## src/rtl/qdd_pkg.sv

```systemverilog
// Shared types and constants for the quadrature direction detector.
`default_nettype none
package qdd_pkg;

  localparam int unsigned TimerBitsDefault = 16;
  localparam int unsigned LimitBits        = 16;
  localparam int unsigned ConfirmBits      = 2;
  localparam int unsigned CfgIndexBits     = 2;
  localparam int unsigned CfgDataBits      = 16;

  localparam logic [LimitBits-1:0]   ShortTimeoutReset = 16'd4;
  localparam logic [LimitBits-1:0]   LongTimeoutReset  = 16'd400;
  localparam logic [ConfirmBits-1:0] ConfirmsReset     = 2'd2;
  localparam logic [ConfirmBits-1:0] ConfirmsMax       = 2'd3;

  typedef enum logic [CfgIndexBits-1:0] {
    CFG_SHORT_TIMEOUT = 2'd0,
    CFG_LONG_TIMEOUT  = 2'd1,
    CFG_FWD_CONFIRMS  = 2'd2
  } cfg_index_e;

  typedef enum logic [2:0] {
    PH_IDLE    = 3'd0,
    PH_REV_LOW = 3'd1,
    PH_REV_B   = 3'd2,
    PH_FWD_LOW = 3'd3,
    PH_FWD_A   = 3'd4
  } phase_e;

  typedef struct packed {
    logic a_level;
    logic b_level;
    logic enable;
  } in_item_t;

  typedef struct packed {
    logic direction_forward;
    logic ready_res;
    logic decided_now;
  } out_item_t;

  typedef struct packed {
    logic [LimitBits-1:0]   short_timeout_ticks;
    logic [LimitBits-1:0]   long_timeout_ticks;
    logic [ConfirmBits-1:0] forward_confirms;
  } cfg_t;

endpackage
`default_nettype wire

```

## src/rtl/quadrature_direction_detect.sv

```systemverilog
// Quadrature direction detector top level: config registers, state and result register.
// An input transfer's result is registered into the output register in the cycle after it.
// Throughput: one sample per cycle while the output is not stalled; the detector state updates in a single pass.
// The output register frees as its result transfers, so input and output may move together.
// Reset: phase idle, timer, confirm count, direction and ready flags cleared;
// config registers return to their defaults and the output register empties.
`default_nettype none
module quadrature_direction_detect #(
  parameter int unsigned TIMER_BITS = qdd_pkg::TimerBitsDefault
) (
  input  logic                               clk_i,
  input  logic                               rst_ni,
  input  logic                               in_valid_i,
  output logic                               in_stall_o,
  input  qdd_pkg::in_item_t                  in_item_i,
  output logic                               out_valid_o,
  input  logic                               out_stall_i,
  output qdd_pkg::out_item_t                 out_item_o,
  input  logic                               cfg_valid_i,
  output logic                               cfg_ready_o,
  input  logic [qdd_pkg::CfgIndexBits-1:0]   cfg_index_i,
  input  logic [qdd_pkg::CfgDataBits-1:0]    cfg_data_i
);

  qdd_pkg::cfg_t                   cfg_q;
  qdd_pkg::phase_e                 phase_q, phase_d;
  logic [TIMER_BITS-1:0]           elapsed_q, elapsed_d;
  logic [qdd_pkg::ConfirmBits-1:0] fwd_count_q, fwd_count_d;
  logic                            direction_q, direction_d;
  logic                            ready_q, ready_d;
  qdd_pkg::out_item_t              result_q, result_d;
  logic                            out_valid_q;
  logic                            in_xfer;

  assign cfg_ready_o = 1'b1;
  assign in_stall_o  = out_valid_q & out_stall_i;
  assign in_xfer     = in_valid_i & ~in_stall_o;
  assign out_valid_o = out_valid_q;
  assign out_item_o  = result_q;

  always_ff @(posedge clk_i or negedge rst_ni) begin
    if (!rst_ni) begin
      cfg_q.short_timeout_ticks <= qdd_pkg::ShortTimeoutReset;
      cfg_q.long_timeout_ticks  <= qdd_pkg::LongTimeoutReset;
      cfg_q.forward_confirms    <= qdd_pkg::ConfirmsReset;
    end else if (cfg_valid_i) begin
      unique case (cfg_index_i)
        qdd_pkg::CFG_SHORT_TIMEOUT: cfg_q.short_timeout_ticks <= cfg_data_i;
        qdd_pkg::CFG_LONG_TIMEOUT:  cfg_q.long_timeout_ticks  <= cfg_data_i;
        qdd_pkg::CFG_FWD_CONFIRMS:
          cfg_q.forward_confirms <= cfg_data_i[qdd_pkg::ConfirmBits-1:0];
        default: ;
      endcase
    end
  end

  qdd_step #(
    .TIMER_BITS(TIMER_BITS)
  ) u_step (
    .phase_i     (phase_q),
    .elapsed_i   (elapsed_q),
    .fwd_count_i (fwd_count_q),
    .direction_i (direction_q),
    .ready_i     (ready_q),
    .cfg_i       (cfg_q),
    .item_i      (in_item_i),
    .phase_o     (phase_d),
    .elapsed_o   (elapsed_d),
    .fwd_count_o (fwd_count_d),
    .direction_o (direction_d),
    .ready_o     (ready_d),
    .result_o    (result_d)
  );

  always_ff @(posedge clk_i or negedge rst_ni) begin
    if (!rst_ni) begin
      phase_q     <= qdd_pkg::PH_IDLE;
      elapsed_q   <= '0;
      fwd_count_q <= '0;
      direction_q <= 1'b0;
      ready_q     <= 1'b0;
    end else if (in_xfer) begin
      phase_q     <= phase_d;
      elapsed_q   <= elapsed_d;
      fwd_count_q <= fwd_count_d;
      direction_q <= direction_d;
      ready_q     <= ready_d;
    end
  end

  always_ff @(posedge clk_i or negedge rst_ni) begin
    if (!rst_ni) begin
      out_valid_q <= 1'b0;
    end else if (in_xfer) begin
      out_valid_q <= 1'b1;
    end else if (!out_stall_i) begin
      out_valid_q <= 1'b0;
    end
  end

  always_ff @(posedge clk_i) begin
    if (in_xfer) begin
      result_q <= result_d;
    end
  end

endmodule
`default_nettype wire

```

## src/rtl/qdd_step.sv

```systemverilog
// Next-state and result logic for one sample tick of the direction detector.
`default_nettype none
module qdd_step #(
  parameter int unsigned TIMER_BITS = qdd_pkg::TimerBitsDefault
) (
  input  qdd_pkg::phase_e                     phase_i,
  input  logic [TIMER_BITS-1:0]               elapsed_i,
  input  logic [qdd_pkg::ConfirmBits-1:0]     fwd_count_i,
  input  logic                                direction_i,
  input  logic                                ready_i,
  input  qdd_pkg::cfg_t                       cfg_i,
  input  qdd_pkg::in_item_t                   item_i,
  output qdd_pkg::phase_e                     phase_o,
  output logic [TIMER_BITS-1:0]               elapsed_o,
  output logic [qdd_pkg::ConfirmBits-1:0]     fwd_count_o,
  output logic                                direction_o,
  output logic                                ready_o,
  output qdd_pkg::out_item_t                  result_o
);

  localparam int unsigned CmpBits =
    (TIMER_BITS > qdd_pkg::LimitBits) ? TIMER_BITS : qdd_pkg::LimitBits;

  logic                                a_only;
  logic                                b_only;
  logic                                both_low;
  logic                                decided;
  logic [TIMER_BITS-1:0]               elapsed_inc;
  logic [qdd_pkg::LimitBits-1:0]       limit;
  logic                                timeout;
  logic [qdd_pkg::ConfirmBits-1:0]     fwd_inc;

  assign a_only   = item_i.a_level & ~item_i.b_level;
  assign b_only   = item_i.b_level & ~item_i.a_level;
  assign both_low = ~item_i.a_level & ~item_i.b_level;

  assign elapsed_inc = (elapsed_i == {TIMER_BITS{1'b1}}) ? elapsed_i
                                                         : elapsed_i + 1'b1;
  assign limit   = (phase_i == qdd_pkg::PH_REV_LOW) ? cfg_i.short_timeout_ticks
                                                    : cfg_i.long_timeout_ticks;
  assign timeout = CmpBits'(elapsed_inc) >= CmpBits'(limit);
  assign fwd_inc = (fwd_count_i == qdd_pkg::ConfirmsMax) ? fwd_count_i
                                                         : fwd_count_i + 1'b1;

  always_comb begin
    phase_o     = phase_i;
    elapsed_o   = elapsed_i;
    fwd_count_o = fwd_count_i;
    direction_o = direction_i;
    ready_o     = ready_i;
    decided     = 1'b0;
    if (!item_i.enable) begin
      phase_o   = qdd_pkg::PH_IDLE;
      elapsed_o = '0;
    end else begin
      unique case (phase_i)
        qdd_pkg::PH_REV_LOW, qdd_pkg::PH_REV_B, qdd_pkg::PH_FWD_A: begin
          if ((phase_i == qdd_pkg::PH_REV_LOW) && both_low) begin
            phase_o   = qdd_pkg::PH_REV_B;
            elapsed_o = '0;
          end else if ((phase_i == qdd_pkg::PH_REV_B) && b_only) begin
            direction_o = 1'b0;
            ready_o     = 1'b1;
            decided     = 1'b1;
            fwd_count_o = '0;
            phase_o     = qdd_pkg::PH_IDLE;
            elapsed_o   = '0;
          end else if ((phase_i == qdd_pkg::PH_FWD_A) && a_only) begin
            fwd_count_o = fwd_inc;
            if (fwd_inc >= cfg_i.forward_confirms) begin
              direction_o = 1'b1;
              ready_o     = 1'b1;
              decided     = 1'b1;
              fwd_count_o = '0;
            end
            phase_o   = qdd_pkg::PH_IDLE;
            elapsed_o = '0;
          end else if (timeout) begin
            phase_o   = qdd_pkg::PH_IDLE;
            elapsed_o = '0;
          end else begin
            elapsed_o = elapsed_inc;
          end
        end
        qdd_pkg::PH_FWD_LOW: begin
          if (both_low) begin
            phase_o   = qdd_pkg::PH_FWD_A;
            elapsed_o = '0;
          end
        end
        default: begin
          elapsed_o = '0;
          if (a_only) begin
            phase_o = qdd_pkg::PH_REV_LOW;
          end else if (b_only) begin
            phase_o = qdd_pkg::PH_FWD_LOW;
          end else begin
            phase_o = qdd_pkg::PH_IDLE;
          end
        end
      endcase
    end
  end

  assign result_o.direction_forward = direction_o;
  assign result_o.ready_res         = ready_o;
  assign result_o.decided_now       = decided;

endmodule
`default_nettype wire
```

## config.mk

```make
export PLATFORM = sky130hd
export DESIGN_NAME = quadrature_direction_detect
export DESIGN_NICKNAME = d
export VERILOG_FILES = /design/src/rtl/qdd_pkg.sv /design/src/rtl/quadrature_direction_detect.sv /design/src/rtl/qdd_step.sv
export SDC_FILE = /design/constraint.sdc
export NUM_CORES = 1
export LEC_CHECK = 0
export ABC_AREA = 0
export CORE_MARGIN = 2
export CORE_UTILIZATION = 55
export CTS_CLUSTER_DIAMETER = 40
export DETAILED_ROUTE_END_ITERATION = 16
export DONT_BUFFER_PORTS = 1
export PLACE_DENSITY = 0.78
export SLEW_MARGIN = 20
export SYNTH_ARGS = -nofsm -noshare
export SYNTH_HDL_FRONTEND = slang
export SYNTH_HIERARCHICAL = 1
export SYNTH_SLANG_ARGS = --single-unit
```

## constraint.sdc

```tcl
create_clock -name clk_i -period 4.21 [get_ports clk_i]
set_input_delay 0.842 -clock clk_i [delete_from_list [all_inputs] [get_ports clk_i]]
set_output_delay 0.842 -clock clk_i [all_outputs]
set_load 0.1 [all_outputs]
```

Yosys cells after proc, flatten, opt, wreduce, memory -nomap -nowiden
Cells that the tools add are included.
Word-level totals
  output and inout port bits: 6
  bits in latches: 0
  register bits: 61
  memories kept: 0
  memory bits (writable): 0
  ROM bits: 0
Cells by class
  magnitude comparators: 2
  add/sub/neg operators: 2
  div/mod/pow operators: 0
  bitwise operators: 11
  shift-type cells: 0
  eq/ne operators: 11
  $mul: 0
  reduce and logical (&&, ||, !) cells: 13
  muxes and demuxes: 39
Operator list (count)
  2-to-1 mux 16 bit: 8
  one-hot mux 16 bit (2 select lines): 1
  2-to-1 mux 3 bit: 7
  2-to-1 mux 1 bit: 17
  adder 16 x 1 -> 16 bit, second input constant: 1
  == test 16 bit, second input constant: 1
  >= comparator 16 bit: 1
  2-to-1 mux 2 bit: 5
  AND reduction 2 bit: 4
  == test 3 x 2 -> 1 bit, second input constant: 2
  != test 6 x 2 -> 1 bit, second input constant: 1
  NOT 1 bit: 6
  one-hot mux 3 bit (2 select lines): 1
  OR reduction 3 bit: 2
  AND 1 bit: 5
  AND reduction 5 bit: 1
  == test 2 bit, second input constant: 2
  == test 3 x 1 -> 1 bit, second input constant: 1
  == test 3 bit, second input constant: 1
  logical AND 1 bit: 3
  != test 3 x 2 -> 1 bit, second input constant: 1
  AND reduction 3 bit: 1
  adder 2 x 1 -> 2 bit, second input constant: 1
  == test 2 x 1 -> 1 bit, second input constant: 1
  other kinds (4): 4

Longest topological paths before layout
Gate-level depths: netlist (run 1).
  depth after elaboration: 9
  depth in mapped cells: 16
  depth with buffers taken out: 14

Modules after synthesis
The synthesis (run 1) kept the hierarchy.
By module, submodules not included
  quadrature_direction_detect: area an instance 2290.9 um^2, cells an instance 130, times used 1, sequential area each 1547.7 um^2
  qdd_step: area an instance 1540.2 um^2, cells an instance 228, times used 1, sequential area each 0.0 um^2

Least setup slack after synthesis (run 1)
OpenSTA, ideal clock, no wires.
  kind: register -> register
  start: register elapsed_q[0]
  end: register elapsed_q[14]
  data required time: 4.085 ns
  buffers on the path: 2
  cell stages (with the launch flop): 17
  library setup time: 0.125 ns
  clock period less this slack: 3.622 ns
  slack: 0.588 ns
  data arrival time: 3.498 ns
  path through: dfrtp_1 > ha_1 > nand4_4 > nor4_2 > or4_1 > and2_1 > or2_2 > ha_1 > nand2_1 > nor4_1 > o311ai_1 > and3_1 > buf_2 > buf_2 > a22oi_1 > nor2_1 > mux2_2
Between the ends
  word-level cells in the longest chain between the ends: 9
RTL lines
  start, declared: line quadrature_direction_detect.sv:27  | logic [TIMER_BITS-1:0] elapsed_q, elapsed_d;
  start signal, assigned: line quadrature_direction_detect.sv:84  | elapsed_q <= elapsed_d;
  adder 16 x 1 -> 16 bit or == test 16 bit (tied branches): line qdd_step.sv:38, qdd_step.sv:37
  2-to-1 mux 16 bit *: line qdd_step.sv:37  | assign elapsed_inc = (elapsed_i == {TIMER_BITS{1'b1}}) ? elapsed_i
  >= comparator 16 bit: line qdd_step.sv:41  | assign timeout = CmpBits'(elapsed_inc) >= CmpBits'(limit);
  2-to-1 mux 16 bit *: line qdd_step.sv:78  | end else if (timeout) begin
  2-to-1 mux 16 bit *: line qdd_step.sv:68  | end else if ((phase_i == qdd_pkg::PH_FWD_A) && a_only) begin
  2-to-1 mux 16 bit *: line qdd_step.sv:61  | end else if ((phase_i == qdd_pkg::PH_REV_B) && b_only) begin
  2-to-1 mux 16 bit *: line qdd_step.sv:58  | if ((phase_i == qdd_pkg::PH_REV_LOW) && both_low) begin
  one-hot mux 16 bit (2 select lines) *: line qdd_step.sv:56  | unique case (phase_i)
  2-to-1 mux 16 bit *: line qdd_step.sv:52  | if (!item_i.enable) begin
  net elapsed_d[14]: line quadrature_direction_detect.sv:27
Mark *: on every way through the listed nets, which the timed path passes. The rest lies on a longest branch.
A chain may end at the register's enable or synchronous reset.

Final worst setup path (run 1)
  start: register elapsed_q[0]
  end: register phase_q[1]
Between the ends
  word-level cells in the longest chain between the ends: 5
RTL lines
  adder 16 x 1 -> 16 bit or == test 16 bit (tied branches): line qdd_step.sv:38, qdd_step.sv:37
  2-to-1 mux 16 bit *: line qdd_step.sv:37
  >= comparator 16 bit *: line qdd_step.sv:41
  != test 6 x 2 -> 1 bit (no source line) *
  AND reduction 3 bit (no source line) *
  end signal, assigned: line quadrature_direction_detect.sv:77  | phase_q <= qdd_pkg::PH_IDLE;
  end signal, assigned: line quadrature_direction_detect.sv:83  | phase_q <= phase_d;
  end, declared: line quadrature_direction_detect.sv:26  | qdd_pkg::phase_e phase_q, phase_d;
Mark *: on every way between the ends. The rest lies on a longest branch, timed or not.

==> insert_results.sql, run 1 <==
INSERT INTO impl_metrics (metric_group, metric, value, unit) VALUES
('outcome', 'run_status', 'finished clean', ''),
('cells_and_area', 'finish.utilization', '0.5969', ''),
('global_routing', 'first_pass_grt_wire_length', '12570', 'µm'),
('sta', 'min_period', '3.932', 'ns'),
('clocking', 'clk_sink_count', '61', ''),
('global_routing', 'grt_antenna_before_repair', '0', ''),
('sta', 'grt_setup_unrepaired', 'no', ''),
('sta', 'timing.final.ws_setup', '0.2781', 'ns'),
('place', 'dp_hpwl', '5155', 'µm'),
('detailed_routing', 'vias', '2684', ''),
('yosys', 'ys_top_cells_by_count', 'mux2_2, dfrtp_1, nand2_1', ''),
('clocking', 'clkTransAtPathRegs', '0.08', 'ns'),
('clocking', 'clock_latency', '0.34', 'ns'),
('sta', 'min_period_over_period', '0.9340', ''),
('detailed_routing', 'vias_per_cell', '6.142', ''),
('clocking', 'cts_tree', 'yes', ''),
('cells_and_area', 'fillers', '573', ''),
('cells_and_area', 'nets', '401', ''),
('yosys', 'synth_area', '3831', 'µm²'),
('power_and_ir_drop', 'peakVddDrop', '0.3083', 'mV'),
('yosys', 'post_synth_inst_count', '358', ''),
('yosys', 'yosys.cell_types.count', '54', ''),
('yosys', 'async_reset_ff_frac', '0.9508', ''),
('global_routing', 'global_route.usage.met1', '0.2947', ''),
('sta', 'skew', '0.01191', 'ns'),
('critical_path', 'critPathMaxFanout', '7', ''),
('cells_and_area', 'post_route_cells_drive_above_1_share', '0.2829', ''),
('critical_path', 'crit_arrival', '4.22', 'ns'),
('sta', 'final.setup.tns', '0', 'ns'),
('critical_path', 'crit_family', 'simple AND/OR/NAND/NOR gates', ''),
('detailed_routing', 'drtIter0Drc', '169', ''),
('detailed_routing', 'detail_route.drc_violations', '0', ''),
('job', 'timing.max_cap.violations', '0', ''),
('critical_path', 'worstReg2RegEnd', 'phase_q[1]', ''),
('critical_path', 'r2r_setup_slack', '0.28', 'ns'),
('hold_path', 'worst_hold_path_type', 'in2async', ''),
('yosys', 'synth.yosys.warnings', '6', ''),
('critical_path', 'worstSetupEndpointType', 'flip-flop', ''),
('sta', 'relSlewSlack', '0.3470', ''),
('yosys', 'synth_edf_count', '3', ''),
('critical_path', 'critPathKind', 'reg2reg', ''),
('die', 'initial_utilization', '0.5670', ''),
('cells_and_area', 'antenna_cells_inserted', '0', ''),
('die', 'die_area', '7649', 'µm²'),
('detailed_routing', 'drt-pass1-iter-count', '4', ''),
('die', 'dieWidth', '87.46', 'µm'),
('die', 'total_number_of_placement_rows', '30', ''),
('critical_path', 'path_common_cell', 'ha_1', ''),
('power_and_ir_drop', 'static-leakage-power', '1.757', 'nW'),
('global_routing', 'globalRouteMet3Util', '0.05308', ''),
('cells_and_area', 'sequential_cell_area', '1548', 'µm²'),
('yosys', 'synth_top_area_share', '0.3462', ''),
('clocking', 'clockBufferDepth', '2', ''),
('global_routing', 'grt.total_usage', '0.2156', ''),
('detailed_routing', 'avgRoutedWirePerCell', '17.10', 'µm'),
('clocking', 'cts_made_buffers', '9', ''),
('sta', 'drv_slew', '0', ''),
('global_routing', 'met2_usage', '0.3264', ''),
('global_routing', 'overflow_after_grt', '0', ''),
('cells_and_area', 'multi_input_comb_area', '2153', 'µm²'),
('die', 'fp.coreArea', '6756', 'µm²'),
('detailed_routing', 'drt_wl_total', '7472', 'µm'),
('yosys', 'area_contributors_post_synth', 'dfrtp_1, mux2_2, ha_1', ''),
('yosys', 'synth_top_cell_by_area', 'dfrtp_1', ''),
('critical_path', 'required', '4.50', 'ns'),
('critical_path', 'worst-r2r-cell-count', '14', ''),
('yosys', 'synthesis.nets', '407', ''),
('sta', 'timing.final.hold_violations', '0', ''),
('clocking', 'cts.htree.levels', '3', ''),
('yosys', 'post-synth-top-count-cell', 'mux2_2', ''),
('critical_path', 'cell_by_cell_trace_of_the_critical_path', 'ha_1 -> nand4_4 -> nor4_2 -> or4_1 -> and2_1 -> or2_2 -> ha_1 -> a21oi_1 -> o21ai_0 -> a22oi_1 -> nand3b_1 -> o221ai_1 -> nor4bb_1 -> mux2_2', '');
-- how the worst max path moves through the flow --
| stage | slack, ns | endpoint | startpoint | depth (start not counted) |
|---|---|---|---|---|
| 6_report | 0.28 | phase_q[1] | elapsed_q[0] | 14 |
| 5_1_grt | 0.03 | phase_q[1] | elapsed_q[0] | 13 |
| 4_1_cts | 0.26 | elapsed_q[9] | elapsed_q[0] | 14 |
| 3_5_place_dp | 0.28 | elapsed_q[9] | elapsed_q[0] | 14 |
| 3_3_place_gp | 0.37 | elapsed_q[14] | elapsed_q[0] | 14 |
| 2_1_floorplan | 0.59 | elapsed_q[14] | elapsed_q[0] | 16 |
-- per-layer routing --
metal	share of wire	wire length (µm)	up-vias
met5	0	0	-
met4	0.017	130	0
met3	0.044	330	13
met2	0.47	3513	57
met1	0.47	3497	1329
li1	-	-	1285
-- layout make-up --
cell class	instances	area share
Inverter	7	0.006516
Tap cell	80	0.02482
Clock buffer	9	0.03072
Timing Repair Buffer	2	0.003723
Sequential cell	61	0.3838
Multi-Input combinational cell	271	0.5340
Clock inverter	7	0.01644
-- sequential cells by signal (all words and copies together), names as in the netlist --
signal	cells
out_valid_o	1
phase_q	3
out_item_o	3
ready_q	1
fwd_count_q	2
elapsed_q	16
direction_q	1
cfg_q	34
-- kinds of logic (layout without fill, tap and decap cells) --
group	after synthesis	in the layout	synth area share
AND/OR/NAND/NOR	110	110	0.1584
flip-flops	61	61	0.4040
buffers and inverters	26	25	0.03658
other	1	1	0.0009788
XOR/XNOR	8	8	0.02025
AO/OA/AOI/OAI	53	53	0.08622
adder cells (fa/ha/maj)	23	23	0.07512
multiplexers	76	76	0.2185
-- metrics by stage --
step	hold WS (ns)	instance area, µm²	power (mW)	std cells
final	0.1809	4033	1.736	437
after global routing	0.1671	4033	1.837	437
after CTS	0.1690	4025	1.746	437
after detailed placement	0.4901	3835	1.230	421
after global placement	0.4813	3835	1.206	421
after floorplan	0.4729	3831	1.152	358
-- placed cells by master, fill, tap and decap left out, types with 4 or more instances in the layout --
| cell | instances |
|---|---|
| nor2b_1 | 6 |
| ha_1 | 23 |
| inv_1 | 7 |
| clkinv_2 | 4 |
| mux2_2 | 60 |
| dfrtp_1 | 53 |
| or2_2 | 4 |
| nand3_1 | 8 |
| clkbuf_8 | 9 |
| a21oi_1 | 21 |
| nor2_1 | 24 |
| dfstp_2 | 5 |
| mux2i_1 | 15 |
| nand2_1 | 30 |
| xnor2_1 | 5 |
| o21ai_0 | 8 |
| a22oi_1 | 8 |
-- worst reg2reg max path, stage by stage (launching register included) --
cell,delay [ns]
dfrtp_1,0.45
ha_1,0.29
nand4_4,0.15
nor4_2,0.09
or4_1,0.50
and2_1,0.19
or2_2,0.30
ha_1,0.33
a21oi_1,0.17
o21ai_0,0.13
a22oi_1,0.34
nand3b_1,0.21
o221ai_1,0.23
nor4bb_1,0.32
mux2_2,0.20
-- where the power goes --
group	internal, mW	switching, mW	total, mW
combinational	0.212	0.244	0.456
sequential	0.682	0.0914	0.774
clock	0.270	0.237	0.506
-- what timing repair did --
item,4_1_cts,5_1_grt
setup endpoints to repair,0,11
resized for setup,0,1
buffers inserted,0,0
hold buffers,0,0
Note: power is estimated with default switching activity, not from simulation.
==> run 2, diff against run 1 <==
--- a/constraint.sdc
+++ b/constraint.sdc
@@ -3,2 +3,2 @@
 set_output_delay 0.842 -clock clk_i [all_outputs]
-set_load 0.1 [all_outputs]
+set_load 0.01 [all_outputs]
==> insert_results.sql, run 2 (synthesis results as in run 1) <==
INSERT INTO impl_metrics (metric_group, metric, value, unit) VALUES
('cells_and_area', 'flow.area_growth_from_synthesis', '6.989', '%'),
('hold_path', 'worst_hold_path_type', 'in2async', ''),
('sta', 'tightest_slew', '0.8641', 'ns'),
('global_routing', 'overflow_after_grt', '0', ''),
('clocking', 'cts_tree', 'yes', ''),
('cells_and_area', 'multi_input_comb_area', '2168', 'µm²'),
('sta', 'drv_slew', '0', ''),
('clocking', 'clockBufferDepth', '2', ''),
('detailed_routing', 'drt-pass1-iter-count', '5', ''),
('critical_path', 'critPathLaunchType', 'flip-flop', ''),
('die', 'die_area', '7649', 'µm²'),
('sta', 'final.setup.tns', '0', 'ns'),
('critical_path', 'crit_arrival', '4.18', 'ns'),
('job', 'timing.max_cap.violations', '0', ''),
('die', 'dieWidth', '87.46', 'µm'),
('die', 'fp.dieH', '87.46', 'µm'),
('die', 'total_number_of_placement_rows', '30', ''),
('critical_path', 'worstSetupEndpointType', 'flip-flop', ''),
('global_routing', 'first_global_vias', '2612', ''),
('global_routing', 'grt.total_usage', '0.2145', ''),
('cells_and_area', 'sequential_cell_area', '1548', 'µm²'),
('power_and_ir_drop', 'peakVddDrop', '0.3087', 'mV'),
('cells_and_area', 'nets', '401', ''),
('die', 'initial_utilization', '0.5670', ''),
('critical_path', 'required', '4.45', 'ns'),
('detailed_routing', 'final_antenna_net_count', '0', ''),
('global_routing', 'grt_start_max_net_pins', '59', ''),
('clocking', 'clock_latency', '0.35', 'ns'),
('detailed_routing', 'drt_wl_total', '7562', 'µm'),
('sta', 'min_period', '3.937', 'ns'),
('cells_and_area', 'layout_commonest_cell', 'mux2_2', ''),
('sta', 'relSlewSlack', '0.4233', ''),
('clocking', 'cts.htree.levels', '3', ''),
('cells_and_area', 'max_flop_register', 'cfg_q', ''),
('sta', 'timing.final.hold_violations', '0', ''),
('cells_and_area', 'layout_top_registers', 'cfg_q x34, elapsed_q x16', ''),
('critical_path', 'r2r-start', 'elapsed_q[0]', ''),
('sta', 'setup_viol', '0', ''),
('critical_path', 'worst-r2r-cell-count', '13', ''),
('cells_and_area', 'largest_reg_flops', '34', ''),
('clocking', 'root_buffer', 'clkbuf_8', ''),
('detailed_routing', 'drtIter0Drc', '169', ''),
('sta', 'min_period_over_period', '0.9352', ''),
('place', 'dp_hpwl', '5119', 'µm'),
('outcome', 'run_status', 'finished clean', ''),
('place', 'routabilityCongestion', '0.8403', ''),
('global_routing', 'first_pass_grt_wire_length', '12650', 'µm'),
('clocking', 'clk_sink_count', '61', ''),
('critical_path', 'critPathMaxFanout', '14', ''),
('critical_path', 'critPathKind', 'reg2reg', ''),
('sta', 'maxClockFrequency', '0.2540', 'GHz'),
('die', 'pin_count', '32', ''),
('power_and_ir_drop', 'cellPowerDensity', '445.5', 'nW/µm²'),
('critical_path', 'worstReg2RegEnd', 'elapsed_q[9]', ''),
('clocking', 'cts_made_buffers', '9', ''),
('cells_and_area', 'antenna_cells_inserted', '0', ''),
('place', 'buffer_ports.inserted', '0', ''),
('place', 'total_placed_cells_including_tap_cells', '421', ''),
('sta', 'skew', '0.008504', 'ns'),
('clocking', 'clkTransAtPathRegs', '0.08', 'ns'),
('cells_and_area', 'fillers', '540', ''),
('cells_and_area', 'post_route_cells_drive_above_1_share', '0.2857', ''),
('detailed_routing', 'avgRoutedWirePerCell', '17.30', 'µm'),
('die', 'fp.coreArea', '6756', 'µm²'),
('power_and_ir_drop', 'static-leakage-power', '1.790', 'nW'),
('cells_and_area', 'layout_common_cells', 'mux2_2, dfrtp_1, nand2_1', ''),
('sta', 'grt_setup_unrepaired', 'no', ''),
('cells_and_area', 'layoutNonFillerInstCount', '437', ''),
('cells_and_area', 'finish.utilization', '0.6067', ''),
('detailed_routing', 'vias', '2668', ''),
('detailed_routing', 'vias_per_cell', '6.105', ''),
('detailed_routing', 'detail_route.drc_violations', '0', ''),
('critical_path', 'r2r_setup_slack', '0.27', 'ns'),
('global_routing', 'grt_antenna_before_repair', '0', '');
[run 2: final cells by class]
type	instances	share of cell area
Timing Repair Buffer	2	0.003663
Sequential cell	61	0.3776
Clock inverter	6	0.02259
Inverter	7	0.006410
Multi-Input combinational cell	271	0.5290
Tap cell	80	0.02442
Clock buffer	10	0.03632
[run 2: what timing repair did]
action / CTS / global route
setup buffers: 0 / 0
hold buffers: 0 / 0
resized for setup: 0 / 3
setup endpoints to repair: 0 / 14
[run 2: how the worst max path moves through the flow]
stage / slack [ns] / cells past startpoint / endpoint / start
floorplan: 0.59 / 16 / elapsed_q[14] / elapsed_q[0]
global placement: 0.36 / 14 / elapsed_q[8] / elapsed_q[0]
detailed placement: 0.29 / 14 / elapsed_q[14] / elapsed_q[0]
CTS: 0.27 / 14 / elapsed_q[14] / elapsed_q[0]
global route: 0.02 / 13 / elapsed_q[10] / elapsed_q[0]
finish: 0.27 / 13 / elapsed_q[9] / elapsed_q[0]
[run 2: critical path, stage by stage (launching register included)]
cell	delay [ns]
dfrtp_1	0.47
ha_1	0.27
nand4_4	0.17
or4_1	0.74
nand2_1	0.14
mux2_1	0.18
ha_1	0.17
nand2_1	0.10
nor4_2	0.44
o311ai_1	0.25
and3_2	0.37
o21ai_0	0.12
a21oi_1	0.10
mux2_2	0.30
[run 2: routing by layer]
metal  part of all wire  routed length (µm)  track usage  vias up
met3              0.057                 430      0.05782       14
met1               0.45                3406       0.2877     1302
met4              0.019                 144      0.07273        0
met2               0.47                3582       0.3368       67
met5                  0                   0            0        -
li1                   -                   -            -     1285
[run 2: report_power, final]
part / leakage [nW] / total (mW) / switching [mW] / internal, mW
combinational: 0.921 / 0.451 / 0.240 / 0.211
clock: 0.114 / 0.625 / 0.254 / 0.372
sequential: 0.754 / 0.750 / 0.0673 / 0.682
[run 2: through the flow]
stage	area, µm²	hold slack (ns)	total power [mW]	worst slack [ns]
floorplan	3831	0.4729	1.117	0.5876
global placement	3835	0.4816	1.172	0.3650
detailed placement	3839	0.4888	1.195	0.2889
CTS	4080	0.1674	1.825	0.2711
global route	4099	0.1645	1.921	0.01907
finish	4099	0.1774	1.826	0.2727
